File: src/design/vn_pkg.sv
// Shared widths and sideband types for the vector normalize pipeline.
package vn_pkg;

  // Field width of every component, the target and the norm
  localparam int unsigned DW = 24;
  // Width of squares, products and their sums
  localparam int unsigned SW = 2 * DW;
  // One root bit per stage, one quotient bit per stage
  localparam int unsigned ROOT_STAGES = DW;
  localparam int unsigned DIV_STAGES  = DW;
  // Largest positive value of a signed field
  localparam logic [DW-1:0] SMAX = {1'b0, {(DW-1){1'b1}}};

  // Words that ride beside the square root
  typedef struct packed {
    logic [2:0]         neg;
    logic [2:0][SW-1:0] prod;
  } vn_side_a_t;

  // Words that ride beside the dividers
  typedef struct packed {
    logic [2:0]    neg;
    logic [DW-1:0] norm;
  } vn_side_b_t;

endpackage

File: src/design/vn_div.sv
// Pipelined restoring divider, one quotient bit per stage.
module vn_div
  import vn_pkg::*;
(
  input  logic          clk_i,
  input  logic          en_i,
  input  logic [SW-1:0] dividend_i,
  input  logic [DW-1:0] divisor_i,
  output logic [DW-1:0] quot_o
);

  // The quotient always fits DW bits, so the top half starts as the remainder
  logic [DW-1:0] rem_q  [DIV_STAGES];
  logic [DW-1:0] low_q  [DIV_STAGES];
  logic [DW-1:0] dv_q   [DIV_STAGES];
  logic [DW-1:0] quot_q [DIV_STAGES];

  for (genvar k = 0; k < DIV_STAGES; k++) begin : g_stg
    logic [DW-1:0] rem_in;
    logic [DW-1:0] low_in;
    logic [DW-1:0] dv_in;
    logic [DW-1:0] quot_in;
    logic [DW:0]   cur;
    logic [DW:0]   diff;
    logic          ge;

    // Select the stage input
    if (k == 0) begin : g_first
      assign rem_in  = dividend_i[SW-1:DW];
      assign low_in  = dividend_i[DW-1:0];
      assign dv_in   = divisor_i;
      assign quot_in = '0;
    end else begin : g_next
      assign rem_in  = rem_q[k-1];
      assign low_in  = low_q[k-1];
      assign dv_in   = dv_q[k-1];
      assign quot_in = quot_q[k-1];
    end

    // Shift in one dividend bit and compare against the divisor
    assign cur  = {rem_in, low_in[DW-1]};
    assign diff = cur - {1'b0, dv_in};
    assign ge   = (cur >= {1'b0, dv_in});

    always_ff @(posedge clk_i) begin
      if (en_i) begin
        rem_q[k]  <= ge ? diff[DW-1:0] : cur[DW-1:0];
        low_q[k]  <= low_in << 1;
        dv_q[k]   <= dv_in;
        quot_q[k] <= {quot_in[DW-2:0], ge};
      end
    end
  end

  assign quot_o = quot_q[DIV_STAGES-1];

endmodule

File: config.mk
export PLATFORM = sky130hd
export DESIGN_NAME = vn_div
export DESIGN_NICKNAME = d
export VERILOG_FILES = /design/src/design/vn_pkg.sv /design/src/design/vn_div.sv
export SDC_FILE = /design/constraint.sdc
export NUM_CORES = 2
export LEC_CHECK = 0
export BUFFER_PORTS_ARGS = -buffer_cell sky130_fd_sc_hd__buf_2
export CORE_UTILIZATION = 55
export CTS_BUF_LIST = sky130_fd_sc_hd__clkbuf_8
export DETAILED_ROUTE_END_ITERATION = 10
export PLACE_DENSITY = 0.78
export SLEW_MARGIN = 0
export SYNTH_ARGS = -nofsm -noshare
export SYNTH_HDL_FRONTEND = slang
export SYNTH_SLANG_ARGS = --single-unit
File: constraint.sdc
create_clock -name clk_i -period 3.65 [get_ports clk_i]
set_input_delay 0.365 -clock clk_i [delete_from_list [all_inputs] [get_ports clk_i]]
set_output_delay 0.365 -clock clk_i [all_outputs]
set_load 0.01 [all_outputs]
---- Word level (Yosys, flattened, before mapping) ----
Memory sizes are Yosys's and may differ from the RTL's.
Index checks and enable logic that the tools add are counted.
cells by class
  multiplexer cells ....................... 26
  order comparisons ....................... 24
  $add $sub $neg .......................... 24
operator list
  kind              count
  $ge A25 B24 Y1    24
  $mux W24          24
  $sub A24 B24 Y24  24
  $mux W1           2
word-level totals
  RAM bits ................................ 2280
  memories kept ........................... 4
  output and inout port bits .............. 24
  word-level logic and storage cells ...... 78
  flip-flop bits (word level) ............. 0
  bits of input ports ..................... 74
memories
  name    words  width  rd ports  clocked after Yosys merged registers in  write ports  line          source
  dv_q    24     24     23        0                                        24           vn_div.sv:15  logic [DW-1:0] dv_q [DIV_STAGES];
  quot_q  24     24     24        0                                        24           vn_div.sv:16  logic [DW-1:0] quot_q [DIV_STAGES];
  rem_q   24     24     23        0                                        24           vn_div.sv:13  logic [DW-1:0] rem_q [DIV_STAGES];
  low_q   24     23     23        0                                        24           vn_div.sv:14  logic [DW-1:0] low_q [DIV_STAGES];

---- Depth between registers and ports, before layout ----
An unclocked memory read counts as a cell.
  word-level depth ........................ 3
  depth in mapped cells ................... 15
  mapped depth without buffers ............ 13

---- Least setup slack after synthesis ----
Ideal clock, no wire load.
  path kind ............................... reg-to-reg
  from .................................... mem rem_q[1][2], in the netlist rem_q[0][26]
  to ...................................... mem rem_q[2][16], in the netlist rem_q[0][64] (data pin)
  stages on the path, launching flop included .. 12
  period minus slack after synthesis ...... 3.338 ns
  library setup time ...................... 0.260 ns
  arrival time ............................ 3.078 ns
  buffers on the path ..................... 1
  required time ........................... 3.390 ns
  path slack .............................. 0.312 ns
  path through ............................ edfxtp_1 > ha_1 > a21o_1 > a221o_1 > a221oi_2 > o21ai_1 > a221o_1 > a21oi_2 > nor3_1 > o21ai_4 > buf_6 > mux2_2
RTL lines
  item             line
  start, declared  vn_div.sv:13

==> flow_metrics.tcl <==
set metrics [dict create \
    syn_inst 6833 \
    path_clk_slew_ns 0.06 \
    cts.sinks 1680 \
    mostFrequentLayoutCells "edfxtp_1, inv_1, ha_1" \
    cts-root-buf "clkbuf_8" \
    ios 98 \
    synth_cell_types 90 \
    critPathMostFrequentCell "a221o_1" \
    finalSetupViolations 0 \
    yosys_warnings 0 \
    dp.cells 9037 \
    status "completed" \
    leakage_nw 39.7 \
    place_area_sq_um 89700 \
    slew_violations 0 \
    first_global_vias 54200 \
    dr.pass1.iters 6 \
    cp-startpoint "dv_q[0][25]" \
    dp.final_hpwl_um 130000 \
    worstPathRequired_ns 4.34 \
    wire_per_inst_um 18.6 \
    fin_nets 8075 \
    grt_pass1_wl_um 283000 \
    ys.flop_type "edfxtp_1" \
    final_util_pct 62.4 \
    clk_latency_ns 1.01 \
    path_max_fanout 13 \
    synth_edf_count 1680 \
    async_reset_ff_share_pct 0 \
    syn_area_sq_um 85300 \
    critical_path_class "flop to flop" \
    totalWireLength_um 180000 \
    r2r_slack_ns 0.07 \
    min_period_ns 3.58 \
    dieArea_sq_um 157000 \
    initial_core_util_pct 55.3 \
    cts_made_buffers 298 \
    hold_slack_ns 0.122 \
    fp.dieW_um 396 \
    die_h_um 396 \
    max_clock_freq_mhz 280 \
    endpoint "rem_q[0][56]" \
    grt_usage_pct 22.7 \
    drc 0 \
    grt_overflow 0 \
    start_kind "flop" \
    ir_worst_vdd_uv 417 \
    skew_ns 0.0727 \
    critical_path_arrival_ns 4.27 \
    drtIter0Drc 4076 \
    via_count 54500 \
    synth_nets 7506 \
    fin_cells 9649 \
    r2r_end "rem_q[0][56]" \
    via_per_inst 5.65 \
    r2r_cells 12 \
    place.gp.congestion 0.941 \
    area_delta_synth_final_pct 12.8 \
    power_density_nw_per_um2 864 \
    rows 144 \
    numPortBuffers 97 \
    final_common_cell "edfxtp_1" \
    cts_tree "yes" \
    synth-seq-cells 1680 \
    slowest_delay_ns 0.43 \
    htree_levels 5 \
    hold_path_class "input port to flop" \
    tightestPinTransition_ns 1.18 \
    avgSynthCellArea_sq_um 12.5 \
    slowest_stage "edfxtp_1" \
    finalHoldViolations 0 \
    crit_path_end_kind "flop" \
    crit_chain "inv_1 > ha_1 > a21o_1 > a221o_1 > a221oi_2 > o21ai_2 > a221o_1 > a21oi_2 > nor3_1 > o21ai_4 > buf_12 > mux2_2" \
    core_sq_um 154000 \
    antenna_found_initial 3 \
    grt_max_degree 142 \
    final_area_sq_um 96200 \
    ys_seq_area_share_pct 59.2 \
    r2r-start "dv_q[0][25]" \
    drive_gt1_share_pct 12.7 \
    multi_input_area_sq_um 31900 \
    ant_nets 0 \
    slew_headroom_pct 21.2 \
    seqCellArea_sq_um 50400 \
    num-fill-cells 11800 \
    cap_violations 0 \
    fin_crit_sh_pct 98.0 \
    cts_buffer_depth 4 \
]
==> per-stage QoR <==
step / power [W] / worst slack (ns) / TNS [ns]
global placement: 0.0658 / -0.0707 / -0.363
CTS: 0.0830 / 0.0241 / 0
floorplan: 0.0566 / 0.312 / 0
detailed placement: 0.0667 / -0.136 / -0.600
global route: 0.0885 / -0.0162 / -0.113
finish: 0.0831 / 0.0730 / 0
==> how the worst min path moves through the flow <==
stage,depth (start not counted),slack (ns),start,to
after floorplan,0,0.40,low_q[0][0],low_q[0][24]
after CTS,2,0.002,dividend_i[7],low_q[0][7]
after detailed placement,0,0.40,low_q[0][2],low_q[0][26]
final,2,0.12,dividend_i[3],low_q[0][3]
after global routing,2,0.04,dividend_i[7],low_q[0][7]
after global placement,0,0.40,quot_q[1][169],quot_q[2][2]
==> cells by family after synthesis <==
kind of cell	synth area share [%]
AOI/OAI and AO/OA	12.2
xor gates and xnor gates	4.46
adders and majority gates	8.99
buffers and inverters	3.88
DFF	59.2
muxes	3.63
and+or+nand+nor	7.71
==> sequential cells by signal, indices dropped and copies added (netlist names) <==
register	count
quot_q	300
low_q	276
rem_q	552
dv_q	552
==> cell type report <==
cell class	count	share of cell area, %
clock buffers	303	4.34
clock inverters	198	1.01
repair buffers	380	3.50
inverters	740	2.89
flip-flops and latches	1680	52.5
well taps	2044	2.66
multi-input cells	4302	33.1
diodes	2	0.00520
==> synthesized netlist by cell type, drive strengths merged (46+ instances only) <==
cell type | number | area share, %
edfxtp | 1680 | 59
inv | 740 | 3.3
ha | 576 | 8.5
a21oi | 509 | 3.0
nor2 | 391 | 1.7
nand2 | 360 | 1.6
o21ai | 345 | 2.0
xnor2 | 273 | 2.8
a21o | 265 | 2.3
mux2 | 238 | 3.3
xor2 | 161 | 1.7
nor3 | 97 | 0.57
nand3 | 96 | 0.57
nor2b | 89 | 0.65
o21a | 84 | 0.74
nand2b | 83 | 0.61
nand4 | 83 | 0.61
clkbuf | 69 | 0.31
o21bai | 54 | 0.48
a211oi | 47 | 0.43
and3 | 46 | 0.34
==> layer usage <==
metal  global-route usage [%]  vias up  part of all wire, %
li1                         -    26400                    -
met1                     27.4    26200                   41
met2                     40.1     1422                   50
met3                     3.64      477                  4.6
met4                     9.66        0                  4.1
met5                        0        -                    0
==> worst max-delay path, delay by kind of cell, from the launching register on <==
kind            cells  cell delay [ns]
simple gates        1             0.10
fa+ha+maj           1             0.24
mux                 1             0.34
buf+inv             2             0.27
compound gates      7             1.92
flops               1             0.43
==> report_power, final <==
| group | switching, W | internal [W] |
|---|---|---|
| combinational | 0.0197 | 0.0171 |
| sequential | 0.00282 | 0.0279 |
| clock | 0.00746 | 0.00810 |
| total | 0.0300 | 0.0530 |
==> timing repair <==
item                                    in CTS  in global routing
endpoints found under the hold margin      125                  0
resized for setup                            7                 47
cloned                                       1                  2
buffers inserted                             1                  8
hold buffers                                97                  0
endpoints found under the setup margin      68                248
pin swaps                                    2                 13
(Power assumes the default switching activity.)
