## config.mk

```make
export PLATFORM = sky130hd
export DESIGN_NAME = vn_sqrt
export DESIGN_NICKNAME = d
export VERILOG_FILES = /design/src/design/vn_pkg.sv /design/src/design/vn_sqrt.sv
export SDC_FILE = /design/constraint.sdc
export NUM_CORES = 2
export LEC_CHECK = 0
export BUFFER_PORTS_ARGS = -buffer_cell sky130_fd_sc_hd__buf_2
export CORE_MARGIN = 3
export CORE_UTILIZATION = 60
export CTS_CLUSTER_DIAMETER = 150
export CTS_CLUSTER_SIZE = 14
export DETAILED_ROUTE_END_ITERATION = 6
export PLACE_DENSITY_LB_ADDON = 0.08
export SLEW_MARGIN = 30
export SYNTH_ARGS = -nofsm -noshare
export SYNTH_HDL_FRONTEND = slang
export SYNTH_SLANG_ARGS = --single-unit
```

## constraint.sdc

```tcl
create_clock -name clk_i -period 5.52 [get_ports clk_i]
set_clock_uncertainty 0.05 [all_clocks]
set_input_delay 1.104 -clock clk_i [delete_from_list [all_inputs] [get_ports clk_i]]
set_output_delay 1.104 -clock clk_i [all_outputs]
set_load 0.02 [all_outputs]
```

## src/design/vn_pkg.sv

```systemverilog
// Shared widths and sideband types for the vector normalize pipeline.
package vn_pkg;

  // Field width of every component, the target and the norm
  localparam int unsigned DW = 24;
  // Width of squares, products and their sums
  localparam int unsigned SW = 2 * DW;
  // One root bit per stage, one quotient bit per stage
  localparam int unsigned ROOT_STAGES = DW;
  localparam int unsigned DIV_STAGES  = DW;
  // Largest positive value of a signed field
  localparam logic [DW-1:0] SMAX = {1'b0, {(DW-1){1'b1}}};

  // Words that ride beside the square root
  typedef struct packed {
    logic [2:0]         neg;
    logic [2:0][SW-1:0] prod;
  } vn_side_a_t;

  // Words that ride beside the dividers
  typedef struct packed {
    logic [2:0]    neg;
    logic [DW-1:0] norm;
  } vn_side_b_t;

endpackage

```

## src/design/vn_sqrt.sv

```systemverilog
// Pipelined integer square root, one root bit resolved per stage.
module vn_sqrt
  import vn_pkg::*;
(
  input  logic          clk_i,
  input  logic          rst_ni,
  input  logic          en_i,
  input  logic          valid_i,
  input  logic [SW-1:0] rad_i,
  output logic          valid_o,
  output logic [DW-1:0] root_o
);

  logic [SW-1:0] rad_q  [ROOT_STAGES];
  logic [DW+1:0] rem_q  [ROOT_STAGES];
  logic [DW-1:0] root_q [ROOT_STAGES];
  logic          v_q    [ROOT_STAGES];

  for (genvar k = 0; k < ROOT_STAGES; k++) begin : g_stg
    logic [SW-1:0] rad_in;
    logic [DW+1:0] rem_in;
    logic [DW-1:0] root_in;
    logic          v_in;
    logic [DW+1:0] cur;
    logic [DW+1:0] trial;
    logic          ge;

    // Select the stage input
    if (k == 0) begin : g_first
      assign rad_in  = rad_i;
      assign rem_in  = '0;
      assign root_in = '0;
      assign v_in    = valid_i;
    end else begin : g_next
      assign rad_in  = rad_q[k-1];
      assign rem_in  = rem_q[k-1];
      assign root_in = root_q[k-1];
      assign v_in    = v_q[k-1];
    end

    // Bring down two radicand bits and try the next root bit
    assign cur   = {rem_in[DW-1:0], rad_in[SW-1 -: 2]};
    assign trial = {root_in, 2'b01};
    assign ge    = (cur >= trial);

    // Hold valid under stall
    always_ff @(posedge clk_i or negedge rst_ni) begin
      if (!rst_ni) begin
        v_q[k] <= 1'b0;
      end else if (en_i) begin
        v_q[k] <= v_in;
      end
    end

    // Advance the partial root and remainder
    always_ff @(posedge clk_i) begin
      if (en_i) begin
        rad_q[k]  <= rad_in << 2;
        rem_q[k]  <= ge ? (cur - trial) : cur;
        root_q[k] <= {root_in[DW-2:0], ge};
      end
    end
  end

  assign valid_o = v_q[ROOT_STAGES-1];
  assign root_o  = root_q[ROOT_STAGES-1];

endmodule

```

**Word level (Yosys, flattened, before mapping)**

Memories as Yosys holds them, arrays and structs flattened.
Cells that the tools add are included.
Widths: inputs -> output; s select.

- Add/sub/neg operators: 24
- Multipliers: 0
- Divide/modulo/power cells: 0
- $lt $le $gt $ge: 24
- Equal/unequal tests: 0
- Shift-type cells: 0
- Muxes and demuxes: 26
- Bitwise gates (word level): 0
- Reductions and logical operators: 0

Operators with widths:

| cell | number |
|---|---|
| $mux 26 | 24 |
| $ge 26x26->1 | 23 |
| $sub 26x26->26 | 23 |
| $sub 2x1->3 const B | 1 |
| $ge 2x1->1 const B | 1 |
| $mux 1 | 2 |

- Register bits: 24
- Latch bits: 0
- Bits in writable memories: 2304
- ROM bits: 0
- Bits of input ports: 52
- Output and inout bits: 25
- Logic and storage cells: 101
- Memories: 3

Memory list:

| memory | words | width | rd ports | clocked after Yosys merged registers in | wr ports | RTL line | RTL |
|---|---|---|---|---|---|---|---|
| rad_q | 24 | 46 | 23 | 0 | 24 | vn_sqrt.sv:14 | `logic [SW-1:0] rad_q [ROOT_STAGES];` |
| rem_q | 24 | 26 | 23 | 0 | 24 | vn_sqrt.sv:15 | `logic [DW+1:0] rem_q [ROOT_STAGES];` |
| root_q | 24 | 24 | 24 | 0 | 24 | vn_sqrt.sv:16 | `logic [DW-1:0] root_q [ROOT_STAGES];` |

**Logic depth before layout (Yosys ltp)**

An unclocked memory read counts as a cell.

- Depth after elaboration: 3
- Gate-level depth with buffers: 13
- Mapped depth without buffers: 11

**Least setup slack after synthesis**

No wires, ideal clock.

- Path kind: reg-to-reg
- Start: memory rem_q[11][0] (netlist bit)
- End: memory rem_q[12][10] (netlist bit), data pin
- Library setup time: 260 ps
- Arrival time: 2938 ps
- Data required time: 5210 ps
- Setup slack: 2272 ps
- Cell stages (with the launch flop): 11
- Buffers on the path: 1
- Clock period less this slack: 3248 ps
- Path through: edfxtp_1 -> ha_1 -> nor2b_4 -> o21ai_2 -> a21oi_1 -> o41a_1 -> a211o_1 -> o311a_1 -> or3b_1 -> buf_4 -> mux2_2

RTL lines:

| what | RTL line |
|---|---|
| start, declared | vn_sqrt.sv:15 |

==> run_results.csv <==
group,metric,value,unit
status,status,"complete, no violations",
grt,overflow,0,
cts,clkLatencyLatePin,0.71,ns
yosys,synth_edf_count,1374,
cts,htree_levels,3,
yosys,yosysTopAreaCellShare,64.6,%
cts,cts_sinks,1398,
yosys,netlist_instances,4771,
critical_path,critPathArrivalTime,4.34,ns
detailed_routing,vias,35961,
timing,fin_crit_sh,71.7,%
critical_path,worst-setup-path-type,"flop to flop",
die,die_area,110000,µm²
cts,numCtsBuffers,109,
detailed_routing,first_pass_iters,6,
finish,layout-drive-gt1-share,7.42,%
finish,final_cell_mix,"1,374 x edfxtp_1, 415 x inv_1, 325 x ha_1",
detailed_routing,via_per_inst,5.67,
grt,antenna_found_initial,1,
yosys,yosysUniqueCellTypes,90,
cts,cts_resized,0,
finish,stdcell_area,69100,µm²
critical_path,r2r-start,"rem_q[18][0]$_DFFE_PP_",
grt,grt_start_max_net_pins,153,
timing,tightest_slew,0.931,ns
place,portBuffers,76,
cts,ctsHoldBuffers,0,
critical_path,cpMostUsedCell,"o31a_1",
cts,cts_tree,"built",
yosys,yosysSeqAreaShare,65.6,%
place,gp_congestion,0.909,
detailed_routing,post_drt_wl_per_cell,17.5,µm
yosys,yosysWarnings,0,
detailed_routing,remaining_drc_errors,0,
finish,fin_util,65.6,%
job,maxCapViolCount,0,
pwr,power.density,385,nW/µm²
cts,clk_path_buf_depth,3,
cts,cts_setup_buffers,0,
pwr,power,0.0266,W
critical_path,cpPeakStageDelay,0.69,ns
yosys,ys.flop_type,"edfxtp_1",
yosys,synthesis.area,63800,µm²
hold_path,hold_path.class,"input port to async pin",
die,rows,119,
finish,diodes,0,
timing,hold_violations,0,
timing,max_freq,0.253,GHz
yosys,synth_area_leaders,"edfxtp_1 65%, ha_1 6.4%, xor2_1 3.0%",
critical_path,reg2reg_slack,1.56,ns
critical_path,cp_top_family,"compound AO/OA/AOI/OAI gates",
grt,grt_pass1_wl,181,mm
pwr,max-vdd-ir-drop,0.000282,V
die,io_pins,77,
timing,maxSlewHeadroom,37.9,%
critical_path,r2r_cells,10,
detailed_routing,drtIter0Drc,2664,
critical_path,cp_max_fo,38,
critical_path,critPathLaunchType,"flop",
critical_path,worstSetupEndpointType,"flop",
timing,rsz0062_at_grt,"no",
critical_path,critPathSlowestCell,"a221oi_1",
yosys,async_flop_share,1.72,%
timing,setup_viol,0,
finish,final_common_cell,"edfxtp_1",
die,die_h,332,µm
yosys,synth-seq-cells,1398,
die,dieWidth,332,µm
finish,fin_nets,5302,
yosys,syn_nets,5148,
timing,tns,0,ns
detailed_routing,antenna_left,0,
timing,finalCriticalPeriod,3.96,ns
place,post_dp_cell_area,66100,µm²
place,post-dp-hpwl,78.0,mm
die,core_area,105000,µm²
critical_path,r2r_end,"rem_q[19][18]$_DFFE_PP_",
die,start_util,60.6,%
pwr,p_leak,26.5,nW
critical_path,required,5.91,ns
grt,gr-usage-all-layers,20.2,%
cts,path_clk_slew,0.07,ns
finish,area_growth,8.31,%
cts,cts_root_buffer,"clkbuf_16",
yosys,syn-mean-instance-area,13.4,µm²
detailed_routing,drt-total-wl,111,mm
critical_path,crit_buf_inv,1,
critical_path,path_cells,"ha_1 -> nor2b_1 -> o31a_1 -> nor4_1 -> o31a_1 -> o221ai_1 -> a221oi_1 -> o211ai_1 -> buf_4 -> mux2_2",
grt,grt_pass1_vias,34703,
yosys,netlist.top_cell.by_area,"edfxtp_1",
timing,slew_viol_final,0,
worst reg2reg max path, delay by kind of cell (launching register included):
family                     cells  cell delay [ns]
DFF                            1             0.40
buffers and inverters          1             0.31
adders and majority gates      1             0.37
AOI/OAI and AO/OA              5             1.73
and+or+nand+nor                2             0.51
muxes                          1             0.33
metal layers:
layer / part of all wire [%] / GRT usage [%] / vias to the layer above
met5: 0 / 0 / -
met3: 4.9 / 3.06 / 154
met4: 2.1 / 5.50 / 0
met1: 47 / 29.9 / 17290
li1: - / - / 17838
met2: 46 / 31.7 / 679
kinds of logic (layout without fill, tap and decap cells):
| group | count (synthesis) | in the layout | share of synthesized area (%) |
|---|---|---|---|
| AND/OR/NAND/NOR | 1158 | 1158 | 9.01 |
| buffers and inverters | 489 | 665 | 2.94 |
| AO/OA/AOI/OAI | 886 | 886 | 8.69 |
| XOR/XNOR | 419 | 419 | 5.75 |
| flip-flops | 1398 | 1398 | 65.6 |
| multiplexers | 95 | 95 | 1.66 |
| other | 1 | 1 | 0.00587 |
| adder cells (fa/ha/maj) | 325 | 325 | 6.37 |
cell usage after synthesis (all sizes together), types with 9 or more instances:
| master | count |
|---|---|
| dfrtp | 24 |
| or4 | 32 |
| nand3 | 64 |
| or2 | 25 |
| o21bai | 22 |
| nand3b | 11 |
| or3 | 40 |
| o31ai | 30 |
| a21boi | 10 |
| nor2b | 50 |
| a211o | 13 |
| clkbuf | 53 |
| o211ai | 16 |
| nand2 | 292 |
| xor2 | 215 |
| xnor2 | 204 |
| mux2 | 86 |
| inv | 415 |
| and3 | 23 |
| a31oi | 21 |
| o221ai | 10 |
| nor3 | 120 |
| a2111oi | 10 |
| a21o | 88 |
| buf | 20 |
| a211oi | 23 |
| mux2i | 9 |
| o21a | 63 |
| and2 | 13 |
| nor2 | 278 |
| nand2b | 66 |
| ha | 325 |
| nand4 | 48 |
| edfxtp | 1374 |
| nor4 | 64 |
| and4 | 9 |
| o21ai | 226 |
| a21oi | 282 |
layout make-up:
type	instances	area [µm²]
clock inverter	8	183
sequential	1398	41900
inverter	416	1560
timing repair buffer	116	853
multi-input combinational	2884	20100
tap	1391	1740
clock buffer	125	2790
fill	7757	36300
flip-flops by register name (all words and copies together), names as in the netlist:
signal / flops
g_stg.v_in: 23
rad_q: 552
valid_o: 1
rem_q: 522
root_q: 300
power by group:
part	total, W	switching (W)	internal, W
clock	0.00703	0.00347	0.00356
sequential	0.0142	0.000789	0.0134
combinational	0.00537	0.00297	0.00239
total	0.0266	0.00723	0.0194
worst max path at each step:
stage | from | endpoint | slack (ns) | cells past startpoint
after floorplan | rem_q[11][0]$_DFFE_PP_ | rem_q[12][10]$_DFFE_PP_ | 2.27 | 10
after global placement | rem_q[11][0]$_DFFE_PP_ | rem_q[12][21]$_DFFE_PP_ | 1.69 | 10
after detailed placement | rem_q[11][0]$_DFFE_PP_ | rem_q[12][21]$_DFFE_PP_ | 1.64 | 10
after CTS | rem_q[11][0]$_DFFE_PP_ | rem_q[12][21]$_DFFE_PP_ | 1.60 | 10
after global routing | rem_q[18][0]$_DFFE_PP_ | rem_q[19][18]$_DFFE_PP_ | 1.32 | 10
final | rem_q[18][0]$_DFFE_PP_ | rem_q[19][18]$_DFFE_PP_ | 1.56 | 10
metrics by stage:
stage / hold WS (ns) / setup slack [ns] / std cells
final: 0.319 / 1.56 / 6338
after global routing: 0.324 / 1.32 / 6338
after CTS: 0.283 / 1.60 / 6336
after detailed placement: 0.355 / 1.64 / 6203
after global placement: 0.350 / 1.69 / 6203
after floorplan: 0.350 / 2.27 / 4771
Note: power is estimated with default switching activity, not from simulation.
